--- src/rtl/core/csr_pkg.sv ---
// Shared types and constants for the circle span rasterizer.
`default_nettype none

package csr_pkg;

   // Largest radius taken on start; larger requests saturate to it.
   localparam int MAX_RADIUS = 511;

   // Request kinds.
   localparam logic REQ_START = 1'b0;
   localparam logic REQ_STEP  = 1'b1;

   // Span slots within one step.
   localparam logic [1:0] SLOT_FILL_LAST    = 2'd1;
   localparam logic [1:0] SLOT_OUTLINE_LAST = 2'd3;

   typedef struct packed {
      logic        req_type;
      logic [9:0]  center_x;
      logic [9:0]  center_y;
      logic [8:0]  radius;
      logic [15:0] pixel_color;
      logic        filled;
   } req_beat_type;

   typedef struct packed {
      logic signed [11:0] span_x;
      logic signed [11:0] span_y_top;
      logic signed [11:0] span_y_bottom;
      logic [15:0]        span_color;
      logic               last_in_step;
      logic               circle_done;
   } rsp_beat_type;

   // One walk point handed from the walker to the span output stage.
   typedef struct packed {
      logic               load;
      logic [9:0]         cx;
      logic [9:0]         cy;
      logic [15:0]        color;
      logic               filled;
      logic signed [10:0] x;
      logic [9:0]         y;
      logic               done;
   } span_load_type;

endpackage

`default_nettype wire

--- src/rtl/core/circle_span_rasterizer_core.sv ---
// Top level of the circle span rasterizer: walker plus span output stage.
//
//   channel | dir | handshake           | beat
//   req     | in  | req_valid/req_stall | req_beat_type: start or step
//   rsp     | out | rsp_valid/rsp_stall | rsp_beat_type: one vertical span
//
// A start beat yields no span. A step beat updates the walk in the cycle it
// is taken and yields 4 spans (outline) or 2 (filled), one per cycle while
// rsp_stall is low, through the single rsp port.
// req_stall is high while a step's spans are pending, dropping in the cycle the
// last one is taken, so the next beat follows with no gap.
// Reset is synchronous: idle, no spans pending. rsp_stall holds the current span.
`default_nettype none

module circle_span_rasterizer_core #(
   parameter int MAX_RADIUS = csr_pkg::MAX_RADIUS
) (
   input  wire logic                  clock,
   input  wire logic                  reset,
   input  wire logic                  req_valid,
   output logic                       req_stall,
   input  wire csr_pkg::req_beat_type req_data,
   output logic                       rsp_valid,
   input  wire logic                  rsp_stall,
   output csr_pkg::rsp_beat_type      rsp_data
);
   import csr_pkg::*;

   span_load_type load;
   logic          free;
   logic          req_accept;

   assign req_stall  = !free;
   assign req_accept = req_valid && free;

   csr_walk #(
      .MAX_RADIUS (MAX_RADIUS)
   ) u_walk (
      .clock      (clock),
      .reset      (reset),
      .req_accept (req_accept),
      .req_data   (req_data),
      .load       (load)
   );

   csr_span_out u_span_out (
      .clock     (clock),
      .reset     (reset),
      .load      (load),
      .free      (free),
      .rsp_valid (rsp_valid),
      .rsp_stall (rsp_stall),
      .rsp_data  (rsp_data)
   );

endmodule

`default_nettype wire

--- src/rtl/core/csr_walk.sv ---
// Circle walk state and one iteration of the error-term update.
`default_nettype none

module csr_walk #(
   parameter int MAX_RADIUS = csr_pkg::MAX_RADIUS
) (
   input  wire logic                   clock,
   input  wire logic                   reset,
   input  wire logic                   req_accept,
   input  wire csr_pkg::req_beat_type  req_data,
   output csr_pkg::span_load_type      load
);
   import csr_pkg::*;

   logic [9:0]         cx_ff, cx_in;
   logic [9:0]         cy_ff, cy_in;
   logic [15:0]        color_ff, color_in;
   logic               filled_ff, filled_in;
   logic signed [10:0] x_ff, x_in;
   logic [9:0]         y_ff, y_in;
   logic [12:0]        err_ff, err_in;
   logic               busy_ff, busy_in;

   logic        sat;
   logic [8:0]  rad;
   logic [13:0] err14, y14, x14;
   logic        e2_le_y, e2_le_x, e2_zero, e2_gt_x, done;
   logic [9:0]  y_nx;
   logic [12:0] err_a, err_b;
   logic signed [10:0] x_nx, x_fin;
   logic [11:0] negx;
   logic        step_go;

   always_comb begin
      sat = {4'b0000, req_data.radius} > 13'(MAX_RADIUS);
      rad = sat ? 9'(MAX_RADIUS) : req_data.radius;

      err14   = {err_ff[12], err_ff};
      y14     = {4'b0000, y_ff};
      x14     = {{3{x_ff[10]}}, x_ff};
      e2_le_y = $signed(err14) <= $signed(y14);
      e2_le_x = $signed(err14) <= $signed(x14);

      y_nx  = e2_le_y ? y_ff + 10'd1 : y_ff;
      err_a = e2_le_y ? err_ff + {2'b00, y_nx, 1'b1} : err_ff;

      // corner case: on the diagonal a y move also forces an x move
      negx    = 12'd0 - {x_ff[10], x_ff};
      e2_zero = e2_le_y && (negx == {2'b00, y_nx}) && e2_le_x;
      e2_gt_x = e2_zero ? x_ff[10] : !e2_le_x;

      x_nx  = x_ff + 11'sd1;
      err_b = err_a + {x_nx[10], x_nx, 1'b1};
      x_fin = e2_gt_x ? x_nx : x_ff;
      done  = !x_fin[10] && (x_fin != 11'sd0);

      step_go = req_accept && (req_data.req_type == REQ_STEP) && busy_ff;

      cx_in     = cx_ff;
      cy_in     = cy_ff;
      color_in  = color_ff;
      filled_in = filled_ff;
      x_in      = x_ff;
      y_in      = y_ff;
      err_in    = err_ff;
      busy_in   = busy_ff;
      if (req_accept && (req_data.req_type == REQ_START)) begin
         cx_in     = req_data.center_x;
         cy_in     = req_data.center_y;
         color_in  = req_data.pixel_color;
         filled_in = req_data.filled;
         x_in      = 11'sd0 - $signed({2'b00, rad});
         y_in      = 10'd0;
         err_in    = 13'd2 - {3'b000, rad, 1'b0};
         busy_in   = 1'b1;
      end else if (step_go) begin
         x_in    = x_fin;
         y_in    = y_nx;
         err_in  = e2_gt_x ? err_b : err_a;
         busy_in = !done;
      end

      // spans use the point before the update
      load.load   = step_go;
      load.cx     = cx_ff;
      load.cy     = cy_ff;
      load.color  = color_ff;
      load.filled = filled_ff;
      load.x      = x_ff;
      load.y      = y_ff;
      load.done   = done;
   end

   always_ff @(posedge clock) begin
      if (reset) begin
         cx_ff     <= '0;
         cy_ff     <= '0;
         color_ff  <= '0;
         filled_ff <= 1'b0;
         x_ff      <= '0;
         y_ff      <= '0;
         err_ff    <= '0;
         busy_ff   <= 1'b0;
      end else begin
         cx_ff     <= cx_in;
         cy_ff     <= cy_in;
         color_ff  <= color_in;
         filled_ff <= filled_in;
         x_ff      <= x_in;
         y_ff      <= y_in;
         err_ff    <= err_in;
         busy_ff   <= busy_in;
      end
   end

   a_done_idles: assert property (@(posedge clock) disable iff (reset)
      (step_go && done) |=> !busy_ff)
      else $error("walk still busy after final iteration");

   a_walk_x_nonpos: assert property (@(posedge clock) disable iff (reset)
      busy_ff |-> (x_ff[10] || x_ff == 11'sd0))
      else $error("walk x positive while busy");

   a_start_busy: assert property (@(posedge clock) disable iff (reset)
      (req_accept && req_data.req_type == REQ_START) |=> busy_ff)
      else $error("walk not busy after start");

endmodule

`default_nettype wire

--- src/rtl/core/csr_span_out.sv ---
// Span output stage: holds one walk point, sends one span a cycle unless stalled.
`default_nettype none

module csr_span_out (
   input  wire logic                   clock,
   input  wire logic                   reset,
   input  wire csr_pkg::span_load_type load,
   output logic                        free,
   output logic                        rsp_valid,
   input  wire logic                   rsp_stall,
   output csr_pkg::rsp_beat_type       rsp_data
);
   import csr_pkg::*;

   logic               pend_ff, pend_in;
   logic [1:0]         slot_ff, slot_in;
   logic [9:0]         cx_ff, cy_ff;
   logic [15:0]        color_ff;
   logic               filled_ff, done_ff;
   logic signed [10:0] x_ff;
   logic [9:0]         y_ff;

   logic [1:0]  last_slot;
   logic        is_last, taken;
   logic [11:0] col_m, col_p, row_m, row_p;

   always_comb begin
      last_slot = filled_ff ? SLOT_FILL_LAST : SLOT_OUTLINE_LAST;
      is_last   = (slot_ff == last_slot);
      taken     = pend_ff && !rsp_stall;
      free      = !pend_ff || (taken && is_last);

      pend_in = pend_ff;
      slot_in = slot_ff;
      if (load.load) begin
         pend_in = 1'b1;
         slot_in = 2'd0;
      end else if (taken) begin
         if (is_last) begin
            pend_in = 1'b0;
         end else begin
            slot_in = slot_ff + 2'd1;
         end
      end

      col_m = {2'b00, cx_ff} - {x_ff[10], x_ff};
      col_p = {2'b00, cx_ff} + {x_ff[10], x_ff};
      row_m = {2'b00, cy_ff} - {2'b00, y_ff};
      row_p = {2'b00, cy_ff} + {2'b00, y_ff};

      rsp_valid              = pend_ff;
      rsp_data.span_color    = color_ff;
      rsp_data.last_in_step  = is_last;
      rsp_data.circle_done   = is_last && done_ff;
      if (filled_ff) begin
         rsp_data.span_x        = (slot_ff == 2'd0) ? col_m : col_p;
         rsp_data.span_y_top    = row_m;
         rsp_data.span_y_bottom = row_p;
      end else begin
         // x is never positive: right-below, left-below, left-above, right-above
         case (slot_ff)
            2'd0: begin
               rsp_data.span_x = col_m;
               rsp_data.span_y_top = row_p;
            end
            2'd1: begin
               rsp_data.span_x = col_p;
               rsp_data.span_y_top = row_p;
            end
            2'd2: begin
               rsp_data.span_x = col_p;
               rsp_data.span_y_top = row_m;
            end
            default: begin
               rsp_data.span_x = col_m;
               rsp_data.span_y_top = row_m;
            end
         endcase
         rsp_data.span_y_bottom = rsp_data.span_y_top;
      end
   end

   always_ff @(posedge clock) begin
      if (reset) begin
         pend_ff <= 1'b0;
         slot_ff <= 2'd0;
      end else begin
         pend_ff <= pend_in;
         slot_ff <= slot_in;
      end
   end

   always_ff @(posedge clock) begin
      if (load.load) begin
         cx_ff     <= load.cx;
         cy_ff     <= load.cy;
         color_ff  <= load.color;
         filled_ff <= load.filled;
         x_ff      <= load.x;
         y_ff      <= load.y;
         done_ff   <= load.done;
      end
   end

   a_load_when_free: assert property (@(posedge clock) disable iff (reset)
      load.load |-> free)
      else $error("span buffer overwritten while spans pending");

   a_slot_range: assert property (@(posedge clock) disable iff (reset)
      pend_ff |-> (slot_ff <= last_slot))
      else $error("span slot past last span of step");

   a_drain: assert property (@(posedge clock) disable iff (reset)
      (taken && is_last && !load.load) |=> !rsp_valid)
      else $error("spans continue after last beat of step");

endmodule

`default_nettype wire

--- config.mk ---
export PLATFORM = sky130hd
export DESIGN_NAME = circle_span_rasterizer_core
export DESIGN_NICKNAME = d
export VERILOG_FILES = /design/src/rtl/core/csr_pkg.sv /design/src/rtl/core/circle_span_rasterizer_core.sv /design/src/rtl/core/csr_walk.sv /design/src/rtl/core/csr_span_out.sv
export SDC_FILE = /design/constraint.sdc
export NUM_CORES = 1
export LEC_CHECK = 0
export BUFFER_PORTS_ARGS = -buffer_cell sky130_fd_sc_hd__buf_2
export CORE_UTILIZATION = 45
export DETAILED_ROUTE_END_ITERATION = 7
export SYNTH_ARGS = -nofsm -noshare
export SYNTH_HDL_FRONTEND = slang
export SYNTH_HIERARCHICAL = 1
export SYNTH_SLANG_ARGS = --single-unit
--- constraint.sdc ---
create_clock -name clock -period 7.1 [get_ports clock]
set_input_delay 0.71 -clock clock [delete_from_list [all_inputs] [get_ports clock]]
set_output_delay 0.71 -clock clock [all_outputs]
set_load 0.01 [all_outputs]
## After elaboration in Yosys (flattened, before gate mapping)

Cells that the tools add are included.

| operators by class | value |
|---|---|
| add/subtract/negate cells | 12 |
| $mul | 0 |
| div/mod/pow operators | 0 |
| $lt $le $gt $ge | 2 |
| equal/unequal tests | 4 |
| shift operators | 0 |
| muxes and demuxes | 18 |
| bitwise gates (word level) | 2 |
| reduce and logical (&&, ||, !) cells | 26 |

Operator list:

| operator | count |
|---|---|
| 24-bit one-hot mux with 3 select lines | 1 |
| 13-bit two-way mux | 4 |
| 36-bit two-way mux | 1 |
| 11-bit two-way mux | 3 |
| 13-bit by 11-bit less-or-equal comparator with 1-bit output | 2 |
| 13-bit by 11-bit adder with 13-bit output | 1 |
| 13-bit adder | 1 |
| 11-bit by 11-bit adder with 12-bit output | 1 |
| 12-bit by 10-bit == test with 1-bit output | 1 |
| 12-bit two-way mux | 1 |
| 1-bit by 11-bit subtractor with 12-bit output, first input constant | 1 |
| 11-bit by 11-bit subtractor with 12-bit output | 1 |
| 10-bit by 10-bit adder with 11-bit output | 1 |
| 11-bit by 2-bit adder with 11-bit output, second input constant | 1 |
| 11-bit nonzero test | 1 |
| 10-bit by 10-bit subtractor with 11-bit output | 1 |
| 2-bit by 10-bit subtractor with 11-bit output, first input constant | 1 |
| 10-bit by 1-bit adder with 10-bit output, second input constant | 1 |
| 1-bit logical AND | 10 |
| 10-bit two-way mux | 1 |
| 1-bit by 9-bit subtractor with 10-bit output, first input constant | 1 |
| 1-bit logical NOT | 6 |
| 1-bit two-way mux | 6 |
| 2-bit nonzero test | 3 |
| other kinds (10) | 13 |

| storage, ports and cells | value |
|---|---|
| register bits | 134 |
| latch bits | 0 |
| RAM bits | 0 |
| bits in read-only memories | 0 |
| output and inout bits | 56 |
| word-level logic and storage cells | 81 |
| memories | 0 |

## Longest topological paths before layout

Gate-level depths: netlist of run 1.

| logic depth | value |
|---|---|
| depth in word-level cells | 12 |
| gate-level depth with buffers | 28 |
| depth with buffers taken out | 25 |

## By module

The synthesis of run 1 kept the hierarchy.

By module, submodules not included:

| module | instances | cells an instance | area each (sq um) | sequential area each (sq um) |
|---|---|---|---|---|
| csr_walk | 1 | 778 | 5870.6 | 1441.4 |
| csr_span_out | 1 | 423 | 4309.1 | 1831.8 |
| circle_span_rasterizer_core | 1 | 2 | 10.0 | 0.0 |

## Worst setup path after synthesis of run 1

Ideal clock, no wire load.

| path | value |
|---|---|
| path kind | reg2reg |
| start | register u_walk.y_ff[3] |
| end | register u_walk.err_ff[12] |
| library setup time | 132 ps |
| arrival time | 5119 ps |
| required time | 6968 ps |
| path slack | 1849 ps |
| stages on the path, launching flop included | 28 |
| buffers on the path | 3 |
| clock period less this slack | 5251 ps |
| cell sequence | dfxtp_1 buf_2 inv_1 ha_1 nand3_1 nor4_1 a41oi_2 o31ai_4 clkbuf_1 buf_1 o21ai_0 ha_1 nor2b_1 o21ai_0 a21oi_1 o211ai_1 a21oi_1 nor3_1 xor2_1 a21oi_1 ha_1 or2_2 a21oi_1 a31oi_1 xnor2_1 a21oi_1 mux2i_1 a21oi_1 |

| on the way | value |
|---|---|
| cells in the longest elaborated chain, start to end | 9 |

Ends and longest elaborated chain:

| what | line | RTL |
|---|---|---|
| start: declaration | csr_walk.sv:20 | `logic [9:0] y_ff, y_in;` |
| start signal: assignment | csr_walk.sv:110 | `y_ff <= y_in;` |
| 13-bit by 11-bit less-or-equal comparator with 1-bit output (*) | csr_walk.sv:41 | `e2_le_y = $signed(err14) <= $signed(y14);` |
| 10-bit two-way mux (*) | csr_walk.sv:44 | `y_nx = e2_le_y ? y_ff + 10'd1 : y_ff;` |
| net u_walk.y_nx[1] | csr_walk.sv:28 | `logic [9:0] y_nx;` |
| branches (longest 4 deep; another with 13-bit by 11-bit adder with 13-bit output) | n/a |  |
| 13-bit two-way mux (*) | csr_walk.sv:79 | `err_in = e2_gt_x ? err_b : err_a;` |
| 13-bit two-way mux (*) | csr_walk.sv:76 | `end else if (step_go) begin` |
| 13-bit two-way mux (*) | csr_walk.sv:67 | `if (req_accept && (req_data.req_type == REQ_START)) begin` |
| end signal: assignment | csr_walk.sv:111 | `err_ff <= err_in;` |
| end: declaration | csr_walk.sv:21 | `logic [12:0] err_ff, err_in;` |

Mark *: on every way through the listed nets, which the timed path passes. The select of a mux whose other input is x is not followed.
A chain may end at the register's enable or synchronous reset.

## Final worst setup path of run 1

| path | value |
|---|---|
| start | register u_walk.y_ff[2] |
| end | register u_walk.err_ff[12] |

The elaborated chain is that of the path after synthesis.

==> results of run 1 <==
## synth_stat cells, drive strengths merged, types with 8 or more instances
master | number | area, um^2
and3 | 14 | 87.6
inv | 84 | 315
a21oi | 125 | 633
nand4 | 12 | 75.1
o21bai | 9 | 67.6
a22oi | 12 | 90.1
o22ai | 15 | 113
nand2 | 128 | 483
nor2b | 13 | 81.3
dfxtp | 75 | 1500
o21ai | 56 | 284
edfxtp | 59 | 1770
o211ai | 13 | 103
o21a | 8 | 60.1
ha | 93 | 1160
a221oi | 11 | 96.3
buf | 26 | 149
xor2 | 16 | 140
xnor2 | 63 | 552
mux2i | 9 | 90.1
nor4 | 8 | 56.3
a21o | 9 | 67.6
o31ai | 8 | 73.8
clkbuf | 30 | 113
nor2 | 94 | 360
a211oi | 13 | 103
nor3 | 27 | 145
a31oi | 12 | 87.6
nand2b | 12 | 75.1
o22a | 10 | 87.6
or3 | 12 | 75.1
nand3 | 37 | 185
## state kept, by name, indices dropped and copies added, names as in the netlist
| signal | cells |
|---|---|
| u_walk/err_ff | 13 |
| u_span_out/rsp_valid | 1 |
| u_walk/y_ff | 10 |
| u_span_out/cx_ff | 10 |
| u_span_out/done_ff | 1 |
| u_walk/cx_ff | 10 |
| u_span_out/y_ff | 10 |
| u_span_out/color_ff | 16 |
| u_span_out/filled_ff | 1 |
| u_span_out/x_ff | 11 |
| u_span_out/cy_ff | 10 |
| u_walk/filled_ff | 1 |
| u_walk/x_ff | 11 |
| u_walk/cy_ff | 10 |
| u_walk/busy_ff | 1 |
| u_span_out/slot_ff | 2 |
| u_walk/color_ff | 16 |
## power by group through the flow
| stage | sequential [mW] | clock, mW | combinational (mW) |
|---|---|---|---|
| after floorplan | 0.894 | 0 | 0.748 |
| after global placement | 0.917 | 0 | 0.968 |
| after detailed placement | 0.919 | 0 | 0.977 |
| after CTS | 0.902 | 0.836 | 0.982 |
| after global routing | 0.907 | 0.867 | 1.10 |
| final | 0.903 | 0.818 | 0.996 |
## final timing paths
path / startpoint / end / slack [ps] / cells past startpoint
worst max-delay path: u_walk/y_ff[2] / u_walk/err_ff[12] / 1210 / 24
worst min-delay path: u_walk/cx_ff[3] / u_span_out/cx_ff[3] / 430 / 0
worst max register to register: u_walk/y_ff[2] / u_walk/err_ff[12] / 1210 / 24
worst min register to register: u_walk/cx_ff[3] / u_span_out/cx_ff[3] / 430 / 0
## critical path: stages, from the launching register on
cell,delay [ps]
sky130_fd_sc_hd__dfxtp_1,530
sky130_fd_sc_hd__inv_1,80
sky130_fd_sc_hd__ha_1,300
sky130_fd_sc_hd__nand3_1,110
sky130_fd_sc_hd__o21bai_1,130
sky130_fd_sc_hd__a31oi_2,210
sky130_fd_sc_hd__o31ai_4,850
sky130_fd_sc_hd__o21ai_0,250
sky130_fd_sc_hd__ha_1,370
sky130_fd_sc_hd__nor2b_1,140
sky130_fd_sc_hd__o21ai_0,190
sky130_fd_sc_hd__a21oi_1,140
sky130_fd_sc_hd__o211ai_1,220
sky130_fd_sc_hd__a21oi_1,100
sky130_fd_sc_hd__nor3_1,300
sky130_fd_sc_hd__xor2_1,190
sky130_fd_sc_hd__a21oi_1,110
sky130_fd_sc_hd__ha_1,400
sky130_fd_sc_hd__or2_2,300
sky130_fd_sc_hd__a21oi_1,160
sky130_fd_sc_hd__a31oi_1,70
sky130_fd_sc_hd__xnor2_1,140
sky130_fd_sc_hd__a21oi_1,160
sky130_fd_sc_hd__mux2i_1,200
sky130_fd_sc_hd__a21oi_1,80
## cells by family after synthesis
kind of cell | Yosys count
adders and majority gates | 99
muxes | 10
and+or+nand+nor | 388
xor gates and xnor gates | 83
buffers and inverters | 141
DFF | 134
AOI/OAI and AO/OA | 348
## layer usage
metal  up-vias  global-route usage, %  share of wire, %
li1       4490                      -                 -
met1      4328                   33.4                45
met2       311                   43.0                47
met3        37                   3.78               5.8
met4         0                   8.18               2.1
met5         -                      0                 0
## layout make-up
cell class                      instances  area, um^2
Sequential cell                       134        3270
Timing Repair Buffer                  114         591
Tap cell                              280         350
Multi-Input combinational cell        928        6350
Fill cell                            2152       10600
Inverter                               85         319
Clock inverter                         14         118
Clock buffer                           18         439
## layout by cell type, fill, tap and decap left out, drive strengths merged, types with 7 or more instances in the layout
cell type,n
buf,114
o31ai,8
ha,93
o22ai,15
clkbuf,18
a221oi,11
xnor2,63
and2,7
inv,90
a21oi,125
nor2,94
and3,14
a31oi,12
nor3,27
o21ai,56
dfxtp,75
nor2b,13
nand3,37
nand2b,12
o211ai,13
edfxtp,59
mux2i,9
nand4,12
a22oi,12
xor2,16
a211oi,13
a21o,9
or3,12
nor4,8
nand3b,7
o21bai,9
o21a,8
o22a,10
nand2,128
## per-stage QoR
stage | instances | setup WS, ps | power [mW] | utilization (%)
6_report | 1573 | 1210 | 2.72 | 51.9
5_1_grt | 1573 | 752 | 2.87 | 51.9
4_1_cts | 1573 | 1260 | 2.72 | 51.9
3_5_place_dp | 1541 | 1290 | 1.90 | 49.4
3_3_place_gp | 1541 | 1340 | 1.89 | 49.4
2_1_floorplan | 1203 | 1850 | 1.64 | -
==> reports/metrics.cfg, run 1 <==
[clocking]
clock_tree.buffer_depth=2
cts_buffers=17
clock_insertion_delay_worst_skew_ps=420
clk_pin_slew_worst_paths_ps=60
clockRootBuffer=sky130_fd_sc_hd__clkbuf_16
maximum_level_of_the_cts_h_tree=4
cts_sinks=134
postCtsHoldBufs=0
post_cts_resized=0
cts_post_setup_buffers_inserted=0
cts_tree=done

[yosys]
synth_adder_area_share_pct=12.6
ys_ff_latch=134
muxShareOfSynthArea_pct=1.03
synth_area_per_inst_um2=8.47
yosys.cell_types.count=89
syn-instance-count=1203
post_synth_and_or_nand_nor_area_fraction_pct=18.3
yosysWarnings=6
synth_edf_count=59
synth_top_flop_cell=sky130_fd_sc_hd__dfxtp_1
synth_async_sr_flop_share_pct=0
syn-cell-area_um2=10200
synth_compound_area_share_pct=22.6
synthesis.nets=1353
part_of_the_yosys_area_used_for_sequential_elements_pct=32.1
synth_top_family_by_area=compound AO/OA/AOI/OAI gates
synth_xor_area_share_pct=7.67

[sta]
worstMarginPinSlew_ps=1050
achievable-frequency_mhz=170
totalNegativeSetupSlack_ps=0
fin_worst_hold_slack_ps=427
slew_viol_final=0
finalSetupViolations=0
period_share_pct=82.9
period_needed_ps=5890
grt_setup_unrepaired=false
max-slew-margin-rel_pct=29.8
maximum_clock_skew_at_final_layout_ps=12.1
hold_viol_final=0

[setup_path]
timing_worst_setup_path_type=reg2reg
critical_path.endpoint_type=register
timing.critical_path.from_type=register
cp_data_arrival_time_ps=6160
path_max_fanout=25
worst-endpoint-required_ps=7370

[place]
detailed_place_hpwl_mm=22.0
finalWeightedCongestion=0.967
dpl-instance-area_um2=10900
place.port_buffers=106

[route]
drt-pass1-iter-count=7
ant_nets=0
dr.first_iter.drc_count=684
drc=0
postRouteWirelength_mm=29.1
route.detailed.wl_per_inst_um=18.5
dr_total_vias=9166
mean_number_of_vias_per_cell=5.83

[global_routing]
antenna_violations_before_repair=1
grt_max_degree=51
globalRoute.totalOverflow=0
groute.usage.overall_pct=25.4
wire_length_of_the_first_global_routing_pass_mm=46.7
first_global_vias=8624

[power]
share_clk_of_total_power_pct=30.1
p_leak_nw=4.55
p_int_mw=1.70
power.ir.vdd_worst_mv=0.183
power.net_switching_mw=1.02
pwr_density_cell_nw_per_um2=238
p_sw_share_pct=37.6
p_seq_share_pct=33.2
power.combinational.fraction_pct=36.7

[floorplanning]
boundaryPins=107
die-width_um=152
initial_util_pct=46.3
placeableCoreArea_um2=22000
die_h_um=152
cell_row_count=54
dieArea_um2=23300

[cells_and_area]
areaGrowthSynthToFinish_pct=12.2
antennaDiodeCount=0
layout-drive-gt1-share_pct=14.3
total_non_filler_cell_area_in_the_finished_layout_um2=11400
finalNetCount=1430

[hold_path]
timing.hold.worst.class=reg2reg

[run_status]
status=completed

[run]
cap_violations=0

Note: power is estimated with default switching activity, not from simulation.
==> run 2, diff against run 1 <==
--- a/config.mk
+++ b/config.mk
@@ -8,6 +8,7 @@
 export BUFFER_PORTS_ARGS = -buffer_cell sky130_fd_sc_hd__buf_2
 export CORE_UTILIZATION = 45
 export DETAILED_ROUTE_END_ITERATION = 7
+export PLACE_DENSITY = 0.66
 export SYNTH_ARGS = -nofsm -noshare
 export SYNTH_HDL_FRONTEND = slang
 export SYNTH_HIERARCHICAL = 1
==> constraint.sdc (replaced) <==
create_clock -name clock -period 5.2 [get_ports clock]
set_input_delay 0.52 -clock clock [delete_from_list [all_inputs] [get_ports clock]]
set_output_delay 0.52 -clock clock [all_outputs]
set_load 0.01 [all_outputs]
==> reports/metrics.cfg, run 2 (same netlist as run 1, synthesis figures left out) <==
[place]
place.port_buffers=106  ; unchanged
place_inst=1565  ; was 1,541
dpl-instance-area_um2=11100  ; was 10,900 um^2
detailed_place_hpwl_mm=21.5  ; was 22.0 mm
finalWeightedCongestion=0.944  ; was 0.967
preCtsSetupSlack_ps=113  ; was 1290 ps

[run_status]
status=finished with violations  ; was completed
violations=design-rule violations

[clocking]
cts_post_setup_buffers_inserted=0  ; unchanged
clock_tree.buffer_depth=2  ; unchanged
cts_tree=done  ; unchanged
postCtsHoldBufs=0  ; unchanged
maximum_level_of_the_cts_h_tree=4  ; unchanged
cts_buffers=17  ; unchanged
clk_pin_slew_worst_paths_ps=60  ; about the same
clockRootBuffer=sky130_fd_sc_hd__clkbuf_16  ; unchanged
clock_insertion_delay_worst_skew_ps=420  ; about the same
cts_sinks=134  ; unchanged

[setup_path]
timing_worst_setup_path_type=reg2reg  ; unchanged
critical_path.endpoint_type=register  ; unchanged
timing.critical_path.from_type=register  ; unchanged
cp_data_arrival_time_ps=5230  ; was 6160 ps
worst-endpoint-required_ps=5470  ; was 7370 ps
path_max_fanout=9  ; was 25
ff2ff_path_depth=21  ; was 24
timing.reg2reg.setup_slack_ps=250  ; was 1210 ps

[cells_and_area]
finalNetCount=1454  ; was 1,430
multi_input_comb_area_um2=6420  ; was 6350 um^2
total_non_filler_cell_area_in_the_finished_layout_um2=11700  ; was 11,400 um^2
n_fill_cell=2064  ; was 2,152
stdcell_count=1597  ; was 1,573
mostFrequentLayoutCell=sky130_fd_sc_hd__nand2_1  ; unchanged
final-seq-area_um2=3280  ; was 3270 um^2
top_regs=u_span_out/color_ff (16), u_walk/color_ff (16), u_walk/err_ff (13)  ; unchanged
antennaDiodeCount=0  ; unchanged
layout.cells.most_common_list=sky130_fd_sc_hd__nand2_1 (126), sky130_fd_sc_hd__a21oi_1 (121), sky130_fd_sc_hd__buf_2 (106)  ; was sky130_fd_sc_hd__nand2_1 (126), sky130_fd_sc_hd__a21oi_1 (123), sky130_fd_sc_hd__buf_2 (106)
areaGrowthSynthToFinish_pct=14.9  ; was 12.2%
finish.utilization_pct=53.2  ; was 51.9%
layout-drive-gt1-share_pct=16.9  ; was 14.3%

[route]
drt-pass1-iter-count=7  ; unchanged
dr_total_vias=9241  ; was 9,166
ant_nets=0  ; unchanged
dr.first_iter.drc_count=860  ; was 684
route.detailed.wl_per_inst_um=17.7  ; was 18.5 um
mean_number_of_vias_per_cell=5.79  ; was 5.83
drc=7  ; was 0
postRouteWirelength_mm=28.2  ; was 29.1 mm

[global_routing]
grt_max_degree=66  ; was 51
wire_length_of_the_first_global_routing_pass_mm=45.0  ; was 46.7 mm
globalRoute.totalOverflow=0  ; unchanged
first_global_vias=8429  ; was 8,624
groute.usage.overall_pct=24.2  ; was 25.4%
antenna_violations_before_repair=0  ; was 1

[floorplanning]
die_h_um=152  ; unchanged
placeableCoreArea_um2=22000  ; unchanged
die-width_um=152  ; unchanged
boundaryPins=107  ; unchanged
cell_row_count=54  ; unchanged
dieArea_um2=23300  ; unchanged
initial_util_pct=46.3  ; unchanged

[power]
power_mw=3.81  ; was 2.72 mW
pwr_density_cell_nw_per_um2=325  ; was 238 nW/um^2
power.ir.vdd_worst_mv=0.171  ; was 0.183 mV
p_leak_nw=4.69  ; was 4.55 nW

[sta]
max-slew-margin-rel_pct=23.2  ; was 29.8%
worstMarginPinSlew_ps=1140  ; was 1050 ps
finalSetupViolations=0  ; unchanged
hold_viol_final=0  ; unchanged
slew_viol_final=0  ; unchanged
fin_ws_ps=250  ; was 1210 ps
period_share_pct=95.2  ; was 82.9%
grt_setup_unrepaired=true  ; was false
maximum_clock_skew_at_final_layout_ps=11.8  ; was 12.1 ps
achievable-frequency_mhz=202  ; was 170 MHz
period_needed_ps=4950  ; was 5890 ps

[run]
cap_violations=0  ; unchanged

[hold_path]
min_path_cells=3  ; was 0
timing.hold.worst.class=in2reg  ; was reg2reg

## run 2: cell types whose count changed in the layout (fill, tap and decap cells not counted), moves of 3 or more
cell / before / now
sky130_fd_sc_hd__buf_4: 8 / 31
sky130_fd_sc_hd__dfxtp_2: 0 / 3
sky130_fd_sc_hd__o21ai_0: 46 / 42
sky130_fd_sc_hd__ha_1: 93 / 90
sky130_fd_sc_hd__o21ai_1: 9 / 12
sky130_fd_sc_hd__dfxtp_1: 75 / 72
## run 2: final cells by class
| class | instances | area share, % |
|---|---|---|
| clock buffers | 17 | 3.63 |
| clock inverters | 15 | 1.13 |
| inverters | 85 | 2.72 |
| multi-input cells | 928 | 54.8 |
| flip-flops and latches | 134 | 28.0 |
| well taps | 280 | 2.99 |
| repair buffers | 138 | 6.69 |
## run 2: what timing repair did
item,4_1_cts,5_1_grt
setup endpoints to repair,0,6
endpoints found under the hold margin,0,0
resized for setup,0,21
## run 2: worst max-delay path, stage by stage (launching register included)
cell and delay (ps):
sky130_fd_sc_hd__dfxtp_1 330, sky130_fd_sc_hd__inv_1 90, sky130_fd_sc_hd__ha_1 320, sky130_fd_sc_hd__nand3_1 90, sky130_fd_sc_hd__nor4_1 380, sky130_fd_sc_hd__a41oi_2 220, sky130_fd_sc_hd__buf_4 200, sky130_fd_sc_hd__o22a_1 280
sky130_fd_sc_hd__xnor2_1 150, sky130_fd_sc_hd__ha_1 220, sky130_fd_sc_hd__or3_1 400, sky130_fd_sc_hd__o2111ai_1 220, sky130_fd_sc_hd__a21boi_1 140, sky130_fd_sc_hd__o31ai_2 320, sky130_fd_sc_hd__ha_2 400, sky130_fd_sc_hd__and3_1 160
sky130_fd_sc_hd__a21oi_1 170, sky130_fd_sc_hd__a31oi_1 120, sky130_fd_sc_hd__xnor2_1 130, sky130_fd_sc_hd__a21oi_1 170, sky130_fd_sc_hd__mux2i_1 220, sky130_fd_sc_hd__a21oi_1 80
## run 2: routing by layer
metal / wire length [um] / up-vias / global-route usage [%]
li1: - / 4543 / -
met1: 13000 / 4298 / 33.3
met2: 12900 / 350 / 38.9
met3: 1660 / 50 / 3.87
met4: 626 / 0 / 8.03
met5: 0 / - / 0
## run 2: worst paths after layout
check,startpoint,end
hold / removal,req_data[9],u_walk/color_ff[8]
hold reg to reg,u_walk/color_ff[5],u_span_out/color_ff[5]
setup / recovery,u_walk/y_ff[4],u_walk/err_ff[12]
setup reg to reg,u_walk/y_ff[4],u_walk/err_ff[12]
## run 2: through the flow
step | TNS [ps] | hold WS (ps)
floorplan | 0 | 403
CTS | 0 | 322
global route | -113 | 324
finish | 0 | 341
detailed placement | 0 | 415
global placement | 0 | 410
## run 2: power by group
group          internal, mW  switching, mW  leakage [nW]
clock network         0.629          0.502         0.271
registers              1.16         0.0511          1.13
logic                 0.591          0.874          3.29
